## config.mk

```make
export PLATFORM = sky130hd
export DESIGN_NAME = calendar_date_add
export DESIGN_NICKNAME = d
export VERILOG_FILES = /design/src/hw/rtl/cda_pkg.sv /design/src/hw/rtl/cda_ctrl.sv /design/src/hw/rtl/cda_dp.sv /design/src/hw/rtl/calendar_date_add.sv
export SDC_FILE = /design/constraint.sdc
export NUM_CORES = 1
export LEC_CHECK = 0
export ABC_CLOCK_PERIOD_IN_PS = 25400
export BUFFER_PORTS_ARGS = -buffer_cell sky130_fd_sc_hd__buf_2
export CAP_MARGIN = 10
export CORE_MARGIN = 5
export CORE_UTILIZATION = 52
export DETAILED_ROUTE_END_ITERATION = 16
export PLACE_DENSITY = 0.69
export SLEW_MARGIN = 0
export SYNTH_ARGS = -nofsm -noshare
export SYNTH_HDL_FRONTEND = slang
export SYNTH_SLANG_ARGS = --single-unit
```

## constraint.sdc

```tcl
create_clock -name clk -period 25.4 [get_ports clk]
set_input_delay 2.54 -clock clk [delete_from_list [all_inputs] [get_ports clk]]
set_output_delay 2.54 -clock clk [all_outputs]
set_load 0.01 [all_outputs]
```

## src/hw/rtl/cda_pkg.sv

```systemverilog
// Shared types, constants and helper functions for the calendar date adder.
// No dependencies; used by cda_ctrl, cda_dp and the top level.
package cda_pkg;

  localparam int MODE_W   = 2;
  localparam int YEAR_W   = 14;
  localparam int MONTH_W  = 4;
  localparam int DAY_W    = 5;
  localparam int OFFSET_W = 17;
  localparam int REM_W    = 9;   // year modulo 400
  localparam int WIDE_W   = 18;  // working width for years, day counts and month spans
  localparam int PROD_W   = 2 * WIDE_W;

  // Reciprocal of 12: exact floor for operands below 2^19.
  localparam logic [WIDE_W-1:0] RECIP12       = 18'd174763;
  localparam int                RECIP12_SHIFT = 21;
  localparam int                Q12_W         = 14;
  // Month bias keeps the month count non-negative before the divide.
  localparam logic [WIDE_W-1:0] MONTH_BIAS    = 18'd5462;
  localparam logic [WIDE_W-1:0] MONTH_SPAN    = 18'd65544;  // 12 * MONTH_BIAS

  // Reciprocal of 400: exact floor for operands below 43690.
  localparam logic [WIDE_W-1:0] RECIP400       = 18'd10486;
  localparam int                RECIP400_SHIFT = 22;
  localparam int                Q400_W         = 6;
  localparam logic [WIDE_W-1:0] YEAR_BIAS      = 18'd400;

  localparam logic [WIDE_W-1:0] DAYS_PER_YEAR = 18'd365;
  localparam int                YEAR_MIN      = 1;
  localparam int                YEAR_MAX      = 9999;

  localparam logic [MONTH_W-1:0] JANUARY  = 4'd1;
  localparam logic [MONTH_W-1:0] FEBRUARY = 4'd2;
  localparam logic [MONTH_W-1:0] DECEMBER = 4'd12;

  localparam logic [DAY_W-1:0] MONTH_LEN [12] = '{
    5'd31, 5'd28, 5'd31, 5'd30, 5'd31, 5'd30, 5'd31, 5'd31, 5'd30, 5'd31, 5'd30, 5'd31
  };

  typedef enum logic [MODE_W-1:0] {
    MODE_DAYS   = 2'd0,
    MODE_MONTHS = 2'd1,
    MODE_YEARS  = 2'd2,
    MODE_NONE   = 2'd3
  } mode_t;

  typedef enum logic [3:0] {
    OP_IDLE,
    OP_LOAD,
    OP_MUL_MONTH,
    OP_APPLY_MONTH,
    OP_CHECK,
    OP_MUL_YEAR,
    OP_SET_REM,
    OP_WALK,
    OP_END_WALK,
    OP_CLAMP,
    OP_OUT
  } dp_op_t;

  typedef struct packed {
    dp_op_t op;
  } dp_cmd_t;

  typedef struct packed {
    mode_t mode;
    logic  year_bad;
    logic  walk_done;
  } dp_status_t;

  // Leap year test on the year taken modulo 400.
  function automatic logic is_leap(input logic [REM_W-1:0] r);
    is_leap = (r[1:0] == 2'd0) && (r != 9'd100) && (r != 9'd200) && (r != 9'd300);
  endfunction

  function automatic logic [REM_W-1:0] rem_inc(input logic [REM_W-1:0] r);
    rem_inc = (r == 9'd399) ? 9'd0 : r + 9'd1;
  endfunction

  function automatic logic [REM_W-1:0] rem_dec(input logic [REM_W-1:0] r);
    rem_dec = (r == 9'd0) ? 9'd399 : r - 9'd1;
  endfunction

  function automatic logic [DAY_W-1:0] month_days(input logic [MONTH_W-1:0] m,
                                                  input logic leap);
    logic [MONTH_W-1:0] idx;
    idx = m - 4'd1;
    if (m == FEBRUARY) begin
      month_days = leap ? 5'd29 : 5'd28;
    end else if (idx < 4'd12) begin
      month_days = MONTH_LEN[idx];
    end else begin
      month_days = 5'd31;
    end
  endfunction

endpackage

```

## src/hw/rtl/cda_ctrl.sv

```systemverilog
// Sequencing state machine of the calendar date adder.
// Depends on cda_pkg; drives cda_dp through dp_cmd_t and reads dp_status_t.
module cda_ctrl (
  input  logic                 clk,
  input  logic                 rst,
  input  logic                 in_valid,
  output logic                 in_ready,
  output logic                 out_valid,
  input  logic                 out_ready,
  input  cda_pkg::dp_status_t  status,
  output cda_pkg::dp_cmd_t     cmd
);
  import cda_pkg::*;

  typedef enum logic [3:0] {
    S_IDLE,
    S_DISPATCH,
    S_MDIV,
    S_MAPPLY,
    S_CHECK,
    S_YMUL,
    S_YMOD,
    S_WALK,
    S_CLAMP,
    S_FINISH
  } state_t;

  state_t state;
  state_t state_next;
  logic   fire;

  assign in_ready = (state == S_IDLE);
  assign fire     = !out_valid || out_ready;

  always_comb begin
    state_next = state;
    cmd.op     = OP_IDLE;
    unique case (state)
      S_IDLE: begin
        if (in_valid) begin
          cmd.op     = OP_LOAD;
          state_next = S_DISPATCH;
        end
      end
      S_DISPATCH: begin
        unique case (status.mode)
          MODE_NONE:   state_next = S_FINISH;
          MODE_MONTHS: state_next = S_MDIV;
          MODE_DAYS,
          MODE_YEARS:  state_next = S_CHECK;
          default:     state_next = S_CHECK;
        endcase
      end
      S_MDIV: begin
        cmd.op     = OP_MUL_MONTH;
        state_next = S_MAPPLY;
      end
      S_MAPPLY: begin
        cmd.op     = OP_APPLY_MONTH;
        state_next = S_CHECK;
      end
      S_CHECK: begin
        cmd.op = OP_CHECK;
        if (status.mode != MODE_DAYS && status.year_bad) begin
          state_next = S_FINISH;
        end else begin
          state_next = S_YMUL;
        end
      end
      S_YMUL: begin
        cmd.op     = OP_MUL_YEAR;
        state_next = S_YMOD;
      end
      S_YMOD: begin
        cmd.op     = OP_SET_REM;
        state_next = (status.mode == MODE_DAYS) ? S_WALK : S_CLAMP;
      end
      S_WALK: begin
        if (status.walk_done) begin
          cmd.op     = OP_END_WALK;
          state_next = S_FINISH;
        end else begin
          cmd.op = OP_WALK;
        end
      end
      S_CLAMP: begin
        cmd.op     = OP_CLAMP;
        state_next = S_FINISH;
      end
      S_FINISH: begin
        if (fire) begin
          cmd.op     = OP_OUT;
          state_next = S_IDLE;
        end
      end
      default: state_next = S_IDLE;
    endcase
  end

  always_ff @(posedge clk) begin
    if (rst) begin
      state     <= S_IDLE;
      out_valid <= 1'b0;
    end else begin
      state <= state_next;
      if (state == S_FINISH && fire) begin
        out_valid <= 1'b1;
      end else if (out_ready) begin
        out_valid <= 1'b0;
      end
    end
  end

endmodule

```

## src/hw/rtl/cda_dp.sv

```systemverilog
// Datapath of the calendar date adder: date registers, shared reciprocal
// multiplier, year/month walker and result register. Depends on cda_pkg.
module cda_dp (
  input  logic                                clk,
  input  cda_pkg::dp_cmd_t                    cmd,
  output cda_pkg::dp_status_t                 status,
  input  logic [cda_pkg::MODE_W-1:0]          mode,
  input  logic [cda_pkg::YEAR_W-1:0]          start_year,
  input  logic [cda_pkg::MONTH_W-1:0]         start_month,
  input  logic [cda_pkg::DAY_W-1:0]           start_day,
  input  logic signed [cda_pkg::OFFSET_W-1:0] offset,
  output logic [cda_pkg::YEAR_W-1:0]          result_year,
  output logic [cda_pkg::MONTH_W-1:0]         result_month,
  output logic [cda_pkg::DAY_W-1:0]           result_day,
  output logic                                range_error
);
  import cda_pkg::*;

  // Request registers.
  mode_t                       mode_q;
  logic [YEAR_W-1:0]           sy_q;
  logic [MONTH_W-1:0]          sm_q;
  logic [DAY_W-1:0]            sd_q;
  logic signed [OFFSET_W-1:0]  off_q;

  // Working registers. cnt holds the day count from the first of the month
  // during the day walk and the day of month otherwise.
  logic signed [WIDE_W-1:0]    yr;
  logic [MONTH_W-1:0]          mon;
  logic signed [WIDE_W-1:0]    cnt;
  logic [REM_W-1:0]            rem;
  logic                        err;
  logic [PROD_W-1:0]           prod;

  // Input normalization.
  logic signed [WIDE_W-1:0]    sy_ext;
  logic signed [WIDE_W-1:0]    sd_ext;
  logic signed [WIDE_W-1:0]    off_in_ext;
  logic signed [WIDE_W-1:0]    norm_y;
  logic [MONTH_W-1:0]          norm_m;

  // Multiplier and division results.
  logic [WIDE_W-1:0]           month_t;
  logic [WIDE_W-1:0]           yb;
  logic [WIDE_W-1:0]           mul_a;
  logic [WIDE_W-1:0]           mul_b;
  logic [Q12_W-1:0]            q12;
  logic [Q400_W-1:0]           q400;
  logic [WIDE_W-1:0]           month_rem;

  // Walker.
  logic                        leap_cur;
  logic                        leap_next;
  logic                        leap_prev;
  logic                        early;
  logic signed [WIDE_W-1:0]    ylen_back;
  logic signed [WIDE_W-1:0]    ylen_fwd;
  logic [DAY_W-1:0]            mlen;
  logic signed [WIDE_W-1:0]    mlen_ext;
  logic                        cnt_neg;
  logic                        go_year;
  logic                        go_month;
  logic                        year_bad;
  logic [DAY_W-1:0]            clamp_day;

  assign sy_ext     = signed'(WIDE_W'(start_year));
  assign sd_ext     = signed'(WIDE_W'(start_day));
  assign off_in_ext = WIDE_W'(offset);

  always_comb begin
    if (start_month == 4'd0) begin
      norm_y = sy_ext - 18'sd1;
      norm_m = DECEMBER;
    end else if (start_month > DECEMBER) begin
      norm_y = sy_ext + 18'sd1;
      norm_m = start_month - DECEMBER;
    end else begin
      norm_y = sy_ext;
      norm_m = start_month;
    end
  end

  // Biased month count; its true value always fits the unsigned width.
  assign month_t = WIDE_W'(mon) - 18'd1 + WIDE_W'(off_q) + MONTH_SPAN;
  assign yb      = WIDE_W'(yr) + YEAR_BIAS;

  assign mul_a = (cmd.op == OP_MUL_MONTH) ? month_t : yb;
  assign mul_b = (cmd.op == OP_MUL_MONTH) ? RECIP12 : RECIP400;

  assign q12       = prod[RECIP12_SHIFT +: Q12_W];
  assign q400      = prod[RECIP400_SHIFT +: Q400_W];
  assign month_rem = month_t - ((WIDE_W'(q12) << 3) + (WIDE_W'(q12) << 2));

  assign year_bad = (yr < 18'sd1) || (yr > 18'sd9999);

  assign leap_cur  = is_leap(rem);
  assign leap_next = is_leap(rem_inc(rem));
  assign leap_prev = is_leap(rem_dec(rem));
  assign early     = (mon <= FEBRUARY);

  // The twelve months ahead of the current month hold the February of the current year
  // when the month is January or February; the twelve behind it hold it otherwise.
  assign ylen_back = signed'(DAYS_PER_YEAR + WIDE_W'(early ? leap_prev : leap_cur));
  assign ylen_fwd  = signed'(DAYS_PER_YEAR + WIDE_W'(early ? leap_cur : leap_next));
  assign mlen      = month_days(mon, leap_cur);
  assign mlen_ext  = signed'(WIDE_W'(mlen));

  assign cnt_neg  = (cnt < 18'sd0);
  assign go_year  = !cnt_neg && (cnt >= ylen_fwd);
  assign go_month = !cnt_neg && !go_year && (cnt >= mlen_ext);

  always_comb begin
    clamp_day = cnt[DAY_W-1:0];
    if (clamp_day > mlen) begin
      clamp_day = mlen;
    end
    if (clamp_day == 5'd0) begin
      clamp_day = 5'd1;
    end
  end

  assign status.mode      = mode_q;
  assign status.year_bad  = year_bad;
  assign status.walk_done = !cnt_neg && !go_year && !go_month;

  always_ff @(posedge clk) begin
    unique case (cmd.op)
      OP_IDLE: begin
      end
      OP_LOAD: begin
        mode_q <= mode_t'(mode);
        sy_q   <= start_year;
        sm_q   <= start_month;
        sd_q   <= start_day;
        off_q  <= offset;
        err    <= 1'b0;
        unique case (mode_t'(mode))
          MODE_NONE: begin
            yr  <= sy_ext;
            mon <= start_month;
            cnt <= sd_ext;
          end
          MODE_DAYS: begin
            yr  <= norm_y;
            mon <= norm_m;
            cnt <= sd_ext - 18'sd1 + off_in_ext;
          end
          MODE_MONTHS: begin
            yr  <= norm_y;
            mon <= norm_m;
            cnt <= sd_ext;
          end
          MODE_YEARS: begin
            yr  <= norm_y + off_in_ext;
            mon <= norm_m;
            cnt <= sd_ext;
          end
          default: begin
            yr  <= sy_ext;
            mon <= start_month;
            cnt <= sd_ext;
          end
        endcase
      end
      OP_MUL_MONTH, OP_MUL_YEAR: begin
        prod <= mul_a * mul_b;
      end
      OP_APPLY_MONTH: begin
        yr  <= yr + signed'(WIDE_W'(q12)) - signed'(MONTH_BIAS);
        mon <= month_rem[MONTH_W-1:0] + JANUARY;
      end
      OP_CHECK: begin
        err <= (mode_q != MODE_DAYS) && year_bad;
      end
      OP_SET_REM: begin
        rem <= REM_W'(yb - WIDE_W'(q400) * YEAR_BIAS);
      end
      OP_WALK: begin
        priority if (cnt_neg) begin
          cnt <= cnt + ylen_back;
          yr  <= yr - 18'sd1;
          rem <= rem_dec(rem);
        end else if (go_year) begin
          cnt <= cnt - ylen_fwd;
          yr  <= yr + 18'sd1;
          rem <= rem_inc(rem);
        end else if (go_month) begin
          cnt <= cnt - mlen_ext;
          if (mon == DECEMBER) begin
            mon <= JANUARY;
            yr  <= yr + 18'sd1;
            rem <= rem_inc(rem);
          end else begin
            mon <= mon + 4'd1;
          end
        end
      end
      OP_END_WALK: begin
        err <= year_bad;
        cnt <= cnt + 18'sd1;
      end
      OP_CLAMP: begin
        cnt <= signed'(WIDE_W'(clamp_day));
      end
      OP_OUT: begin
        range_error <= err;
        if (err) begin
          result_year  <= sy_q;
          result_month <= sm_q;
          result_day   <= sd_q;
        end else begin
          result_year  <= yr[YEAR_W-1:0];
          result_month <= mon;
          result_day   <= cnt[DAY_W-1:0];
        end
      end
      default: begin
      end
    endcase
  end

endmodule

```

## src/hw/rtl/calendar_date_add.sv

```systemverilog
// Top level of the calendar date adder: joins the controller and datapath.
// Depends on cda_pkg, cda_ctrl and cda_dp.
//
// Usage: one request on the input channel (in_valid/in_ready) carries a start
// date, a signed offset and a mode (add days, months, years or nothing). The
// block answers each request with exactly one result on the output channel
// (out_valid/out_ready): the new date and a range_error flag that is set, with
// the start date handed back, when the result year of an add leaves 1..9999.
// Requests are worked one at a time; in_ready is high only while idle.
// Month and year requests whose result year leaves range skip the year divide
// and the clamp. The day walker takes one whole year or one month per cycle.
// Results sit in an output register: while the receiver stalls, the next
// request can be accepted and worked, and the block waits only when it has
// a second result ready. Synchronous reset clears the controller and drops
// out_valid; the datapath registers need no reset.
module calendar_date_add (
  input  logic                                clk,
  input  logic                                rst,
  input  logic                                in_valid,
  output logic                                in_ready,
  input  logic [cda_pkg::MODE_W-1:0]          mode,
  input  logic [cda_pkg::YEAR_W-1:0]          start_year,
  input  logic [cda_pkg::MONTH_W-1:0]         start_month,
  input  logic [cda_pkg::DAY_W-1:0]           start_day,
  input  logic signed [cda_pkg::OFFSET_W-1:0] offset,
  output logic                                out_valid,
  input  logic                                out_ready,
  output logic [cda_pkg::YEAR_W-1:0]          result_year,
  output logic [cda_pkg::MONTH_W-1:0]         result_month,
  output logic [cda_pkg::DAY_W-1:0]           result_day,
  output logic                                range_error
);
  import cda_pkg::*;

  // Command from the controller and status back from the datapath.
  dp_cmd_t    cmd;
  dp_status_t status;

  // The controller sequences normalization, the reciprocal divides, the
  // year/month walk and the hand-off into the output register.
  cda_ctrl u_ctrl (
    .clk       (clk),
    .rst       (rst),
    .in_valid  (in_valid),
    .in_ready  (in_ready),
    .out_valid (out_valid),
    .out_ready (out_ready),
    .status    (status),
    .cmd       (cmd)
  );

  // The datapath captures the request on the load command and holds the
  // result register that drives the output fields.
  cda_dp u_dp (
    .clk          (clk),
    .cmd          (cmd),
    .status       (status),
    .mode         (mode),
    .start_year   (start_year),
    .start_month  (start_month),
    .start_day    (start_day),
    .offset       (offset),
    .result_year  (result_year),
    .result_month (result_month),
    .result_day   (result_day),
    .range_error  (range_error)
  );

endmodule

```

==> impl_results.md, run 1 <==
* Status: finished clean
* Dominant cells by area after synthesis: edfxtp_1, ha_1, fa_1
* Worst Path Arrival at around 11000 ps
* Reg-to-Reg End: u_dp.prod[33]$_DFFE_PP_
* Die Area at around 42000 µm²
* Routed wire per std cell at roughly 19 µm
* FF-to-FF Start: u_dp.mon[0]$_DFFE_PP_
* Synth unique cells at 81
* Most used DFF post-synth: edfxtp_1
* Post-synth ARST share at 0
* Count of final setup violators at 0
* HP Class: flip-flop to flip-flop
* CP delay by family, top: adder cells
* Row cnt at slightly above 70
* Number of synthesized flops with an enable pin at 130
* Clock tree sinks at roughly 140
* Starting DRT DRC Count at roughly 1100
* Net Count, Synth at 2752
* Yosys top cell by area: edfxtp_1
* Post-CTS Setup Inserts at 0
* Slew margin rel. at 0.3421
* R2R setup slack at roughly 15000 ps
* CTS Buffer Depth at 2
* Chip width at approximately 210 µm
* Io pins at 72
* Hold Vio Cnt, Final at 0
* Seq/Total Area, Yosys at 0.2009
* CTS Buf Count at 17
* Total congestion overflow at 0
* Hpwl dp at 43.51 mm
* Via density at 5.775
* Via count at between 15000 and 20000
* CP startpoint kind: flip-flop
* Worst path slowest cell: a2111oi_2
* Cell Area, Synth at 19930 µm²
* Tot GR Track Use at 0.2512
* Hold Crit Start: u_ctrl.out_valid$_SDFFE_PP0P_
* Layout cell share with drive strength beyond 1 at 0.06550
* Sum Neg Setup Slack at 0 ps
* Root buf cell: clkbuf_16
* Largest fanout on the critical path at 7
* Final period demand of the worst path at around 10000 ps
* Unrepaired setup endpoints after global routing: no
* First-pass GRT wire length at around 85 mm
* Diode count at 0
* Detailed Routing Iterations Pass 1 at 5
* Final GP Congestion at 0.9538
* Worst Hold Depth at 2
* Slew of the pin with the lowest slew margin at roughly 980 ps
* Reg2reg path depth at 35
* FMAX at 0.09609 GHz
* Crit path capture type: flip-flop
* Worst Path Buf+Inv at 6
* Residual DRC at 0
* Synthesized instance count at about 2200
* Worst path max stage delay at ~690 ps
* Crit share post-route at 0.4097
* Wirelength, routed at 52.58 mm
* CTS tree: built
* Mapped Avg Cell Area at approximately 8.9 µm²
* Core Box Area at about 38000 µm²
* H-tree depth at 4
* Area grow syn2layout at 6.944%
* FF+latch count, synth at roughly 140
* Post-cts gate resize count at 0
* Max Cap Viol at 0
* Ys Warns at 0
* Hold path endpoint: u_ctrl.out_valid$_SDFFE_PP0P_
* Number of global-route vias before repair at between 15000 and 20000
* Final Skew at 13.30 ps
* Cts hold-fix bufs at 0
* Clock Pin Slew Worst Setup and Hold Paths at roughly 70 ps
* Final ANT Viol Nets at 0
* Pins Over Slew Limit at 0
* Yosys top cell area share at 0.1959
* Port Buf Inserts at 71
* Largest net degree at the start of global routing at between 40 and 50
* Fillers at about 3400
* Nets at between 2000 and 3000
* Die height at 205.8 µm
* Crit path required time at ~26000 ps
* Initial Utilization at 0.5278
* Worst-skew pair later-pin latency at 440 ps
* Critical path class: flip-flop to flip-flop
* Initial antenna violation count at 0
[cells by family after synthesis]
| family | Yosys count | synth area share |
|---|---|---|
| flops | 135 | 0.2009 |
| other cells | 1 | 0.0001882 |
| mux | 24 | 0.01293 |
| xor+xnor | 148 | 0.06505 |
| compound gates | 441 | 0.1431 |
| simple gates | 568 | 0.1339 |
| buf+inv | 461 | 0.08815 |
| fa+ha+maj | 464 | 0.3557 |
[metal layers]
| metal | track usage | share of wire | vias to the layer above |
|---|---|---|---|
| met3 | 0.02616 | 0.053 | 76 |
| met5 | 0 | 0 | - |
| met4 | 0.06818 | 0.024 | 0 |
| li1 | - | - | 7720 |
| met2 | 0.4232 | 0.48 | 522 |
| met1 | 0.3468 | 0.45 | 7857 |
[stage by stage]
step	instance area, µm²	cells	hold WS [ps]	setup WS (ps)	util
2_1_floorplan	19930	2242	467.5	16270	-
3_3_place_gp	20760	2769	489.0	15210	0.5498
3_5_place_dp	20760	2769	503.3	15050	0.5498
4_1_cts	21310	2801	514.3	15040	0.5645
5_1_grt	21310	2801	540.0	14210	0.5645
6_report	21310	2801	511.0	14990	0.5645
[area by class of cell]
type / count / area (µm²) / share of cell area
inverters: 393 / 1475 / 0.06922
clock inverters: 14 / 126.4 / 0.005930
repair buffers: 84 / 452.9 / 0.02125
clock buffers: 18 / 429.2 / 0.02014
well taps: 511 / 639.4 / 0.03000
multi-input cells: 1646 / 14180 / 0.6656
flip-flops and latches: 135 / 4004 / 0.1879
[worst max-delay path by stage]
stage,startpoint,end,slack [ps],depth (start not counted)
floorplan,u_dp.mon[0]$_DFFE_PP_,u_dp.prod[33]$_DFFE_PP_,16270,35
global route,u_dp.mon[0]$_DFFE_PP_,u_dp.prod[33]$_DFFE_PP_,14210,35
detailed placement,u_dp.mon[0]$_DFFE_PP_,u_dp.prod[33]$_DFFE_PP_,15050,35
finish,u_dp.mon[0]$_DFFE_PP_,u_dp.prod[33]$_DFFE_PP_,14990,35
global placement,u_dp.mon[0]$_DFFE_PP_,u_dp.prod[33]$_DFFE_PP_,15210,35
CTS,u_dp.mon[0]$_DFFE_PP_,u_dp.prod[33]$_DFFE_PP_,15040,35
[layout by cell type (no fill, tap or decap), types with 13 or more instances in the layout]
cell | synthesis | layout
a21o_1 | 26 | 26
nor2b_1 | 22 | 22
ha_1 | 293 | 293
o21ai_0 | 121 | 121
or3_1 | 15 | 15
nor3_1 | 40 | 39
buf_2 | 6 | 71
and2_1 | 17 | 17
o22ai_1 | 19 | 19
nor2_1 | 143 | 142
and3_1 | 14 | 14
a21oi_1 | 100 | 99
a22oi_1 | 14 | 14
edfxtp_1 | 130 | 130
mux2i_1 | 13 | 13
xor2_1 | 57 | 57
inv_1 | 392 | 392
a31oi_1 | 23 | 23
fa_1 | 171 | 171
nand2b_1 | 17 | 17
buf_4 | 1 | 13
nand2_1 | 196 | 196
nand3_1 | 46 | 46
xnor2_1 | 91 | 91
nand4_1 | 15 | 15
clkbuf_16 | 0 | 17
[sequential cells by signal (all words and copies together) (netlist names), 5 cells and up]
register,count
u_dp.result_day,5
u_dp.yr,18
u_dp.sd_q,5
u_dp.rem,9
u_dp.sy_q,14
u_dp.cnt,18
u_dp.prod,14
u_dp.off_q,17
u_dp.result_year,14
[cells in the mapped netlist (all sizes together) (7+ instances only)]
| master | count |
|---|---|
| clkbuf | 56 |
| a21o | 26 |
| o22ai | 19 |
| edfxtp | 130 |
| nor3 | 40 |
| nor2 | 144 |
| buf | 12 |
| o221ai | 11 |
| nand4 | 15 |
| mux2 | 11 |
| o21a | 9 |
| o21ai | 124 |
| nand2b | 19 |
| nor2b | 22 |
| a211oi | 12 |
| xnor2 | 91 |
| xor2 | 57 |
| ha | 293 |
| and2 | 17 |
| a22oi | 14 |
| inv | 392 |
| o21bai | 9 |
| o31ai | 9 |
| mux2i | 13 |
| a21oi | 100 |
| fa | 171 |
| nand2 | 196 |
| a2111oi | 8 |
| or3 | 15 |
| o211ai | 12 |
| a31oi | 23 |
| o311ai | 7 |
| nand3 | 46 |
| and3 | 14 |
| nor4 | 12 |
[worst register-to-register path, delay by kind of cell (launching register included)]
family                     cells  cell delay (ps)
AOI/OAI and AO/OA             10             3120
xor gates and xnor gates       3              600
adders and majority gates     10             4280
buffers and inverters          6              570
DFF                            1              480
and+or+nand+nor                6             1090
Power of run 1 is not shown: default switching activity piles up to over one toggle a cycle in this logic, so the estimate is an artifact.
==> run 2, diff against run 1 <==
--- a/config.mk
+++ b/config.mk
@@ -5,13 +5,13 @@
 export SDC_FILE = /design/constraint.sdc
 export NUM_CORES = 1
 export LEC_CHECK = 0
-export ABC_CLOCK_PERIOD_IN_PS = 25400
+export ABC_CLOCK_PERIOD_IN_PS = 9100
 export BUFFER_PORTS_ARGS = -buffer_cell sky130_fd_sc_hd__buf_2
 export CAP_MARGIN = 10
 export CORE_MARGIN = 5
 export CORE_UTILIZATION = 52
 export DETAILED_ROUTE_END_ITERATION = 16
-export PLACE_DENSITY = 0.69
+export PLACE_DENSITY = 0.71
 export SLEW_MARGIN = 0
 export SYNTH_ARGS = -nofsm -noshare
 export SYNTH_HDL_FRONTEND = slang
==> constraint.sdc (replaced) <==
create_clock -name clk -period 9.1 [get_ports clk]
set_input_delay 0.91 -clock clk [delete_from_list [all_inputs] [get_ports clk]]
set_output_delay 0.91 -clock clk [all_outputs]
set_load 0.01 [all_outputs]
==> impl_results.md, run 2 (synthesis gave the netlist of run 1 again) <==
* Worst-skew pair later-pin latency at about 440 ps
* Final Skew at roughly 6.7 ps
* Total congestion overflow at 0
* CTS tree: built
* HP Class: flip-flop to flip-flop
* Hpwl dp at ~44 mm
* Worst Path Arrival at roughly 9000 ps
* Core Util, Final at 0.5777
* Most common library cell in the layout ignoring fill and taps: inv_1
* Crit share post-route at 0.9717
* Core Box Area at roughly 38000 µm²
* First-pass GRT wire length at around 86 mm
* Status: finished clean
* Via density at just under 6
* Clock tree sinks at between 100 and 150
* FF-to-FF Start: u_dp.mon[2]$_DFFE_PP_
* Crit path capture type: flip-flop
* Chip width at around 210 µm
* Slew margin rel. at 0.2938
* Slew of the pin with the lowest slew margin at between 1000 and 1500 ps
* CTS Buf Count at 17
* Area grow syn2layout at 9.449%
* Cts hold-fix bufs at 0
* Starting DRT DRC Count at 1283
* CTS Buffer Depth at 2
* Commonest non-fill, non-tap cells in the layout: inv_1, ha_1, nand2_1
* Residual DRC at 0
* Final period demand of the worst path at 8842 ps
* Final GP Congestion at slightly below 1
* Pins Over Slew Limit at 0
* Largest net degree at the start of global routing at 41
* Multi-input gate area at between 10000 and 15000 µm²
* Largest fanout on the critical path at 4
* Crit path required time at 9290 ps
* Clock Pin Slew Worst Setup and Hold Paths at 60 ps
* Routed wire per std cell at between 15 and 20 µm
* Worst path slowest cell: fa_1
* Initial antenna violation count at 0
* FF+latch area at approximately 4000 µm²
* H-tree depth at 4
* Number of global-route vias before repair at ~17000
* Critical Path Start: u_dp.mon[2]$_DFFE_PP_
* Hold Crit Start: u_ctrl.out_valid$_SDFFE_PP0P_
* Row cnt at a little over 70
* Io pins at slightly above 70
* Wirelength, routed at roughly 54 mm
* Most used cell, CP: fa_1
* Port Buf Inserts at slightly above 70
* Post-route insts no fill at ~2800
* Worst path max stage delay at ~570 ps
* Layout cell share with drive strength beyond 1 at 0.09507
* Via count at 16460
* Initial Utilization at 0.5278
* Tot GR Track Use at 0.2548
* Hold Vio Cnt, Final at 0
* CP startpoint kind: flip-flop
* Detailed Routing Iterations Pass 1 at 6
* Die height at ~210 µm
* Largest regs: u_dp.cnt x18, u_dp.yr x18, u_dp.off_q x17
* Final ANT Viol Nets at 0
* Max Cap Viol at 0
* Count of final setup violators at 0
* # placed instances at about 2800
* Diode count at 0
* FMAX at 0.1131 GHz
* Die Area at approximately 42000 µm²
* Nets at 2832
* Fillers at between 3000 and 4000
* Critical path class: flip-flop to flip-flop
* Root buf cell: clkbuf_16
## run 2: changes by cell type in the layout (fill, tap and decap cells not counted), sizes merged
cell and delta:
inv -1, buf +45, clkinvlp -2, bufinv +1, clkinv +3, clkbuf -1
## run 2: worst max-delay path, delay by kind of cell (launching register included)
family / cells / cell delay [ps]
buf+inv: 10 / 1070
flops: 1 / 430
fa+ha+maj: 9 / 3890
compound gates: 9 / 1890
xor+xnor: 3 / 350
simple gates: 7 / 940
## run 2: final timing paths
| check | end | slack [ps] | depth (start not counted) |
|---|---|---|---|
| hold / removal | u_ctrl.out_valid$_SDFFE_PP0P_ | 500 | 2 |
| setup / recovery | u_dp.prod[26]$_DFFE_PP_ | 260 | 38 |
| hold reg to reg | u_ctrl.out_valid$_SDFFE_PP0P_ | 500 | 2 |
| setup reg to reg | u_dp.prod[26]$_DFFE_PP_ | 260 | 38 |
## run 2: cell type report
type,instances,area share
clock buffers,17,0.01950
clock inverters,15,0.007056
inverters,393,0.06763
multi-input cells,1646,0.6567
flip-flops and latches,135,0.1836
well taps,511,0.02931
repair buffers,129,0.03626
## run 2: stage by stage
stage	cell area (µm²)	setup slack, ps	TNS (ps)	hold slack (ps)
after global placement	21050	241.0	0	485.9
after detailed placement	21050	44.87	0	491.3
after global routing	21810	-172.1	-563.2	525.7
final	21810	257.6	0	501.8
after CTS	21630	19.10	0	500.8
after floorplan	19930	16.60	0	467.5
## run 2: repair_timing
item,in CTS,in global routing
endpoints found under the setup margin,0,10
buffers inserted,0,5
gates resized for setup,0,33
## run 2: routing by layer
metal | part of all wire | wire length, µm | track usage
met1 | 0.44 | 23670 | 0.3467
met2 | 0.47 | 25330 | 0.4270
met3 | 0.060 | 3228 | 0.02868
met4 | 0.032 | 1746 | 0.08278
met5 | 0 | 0 | 0
Power of run 2 is left out for the same reason.
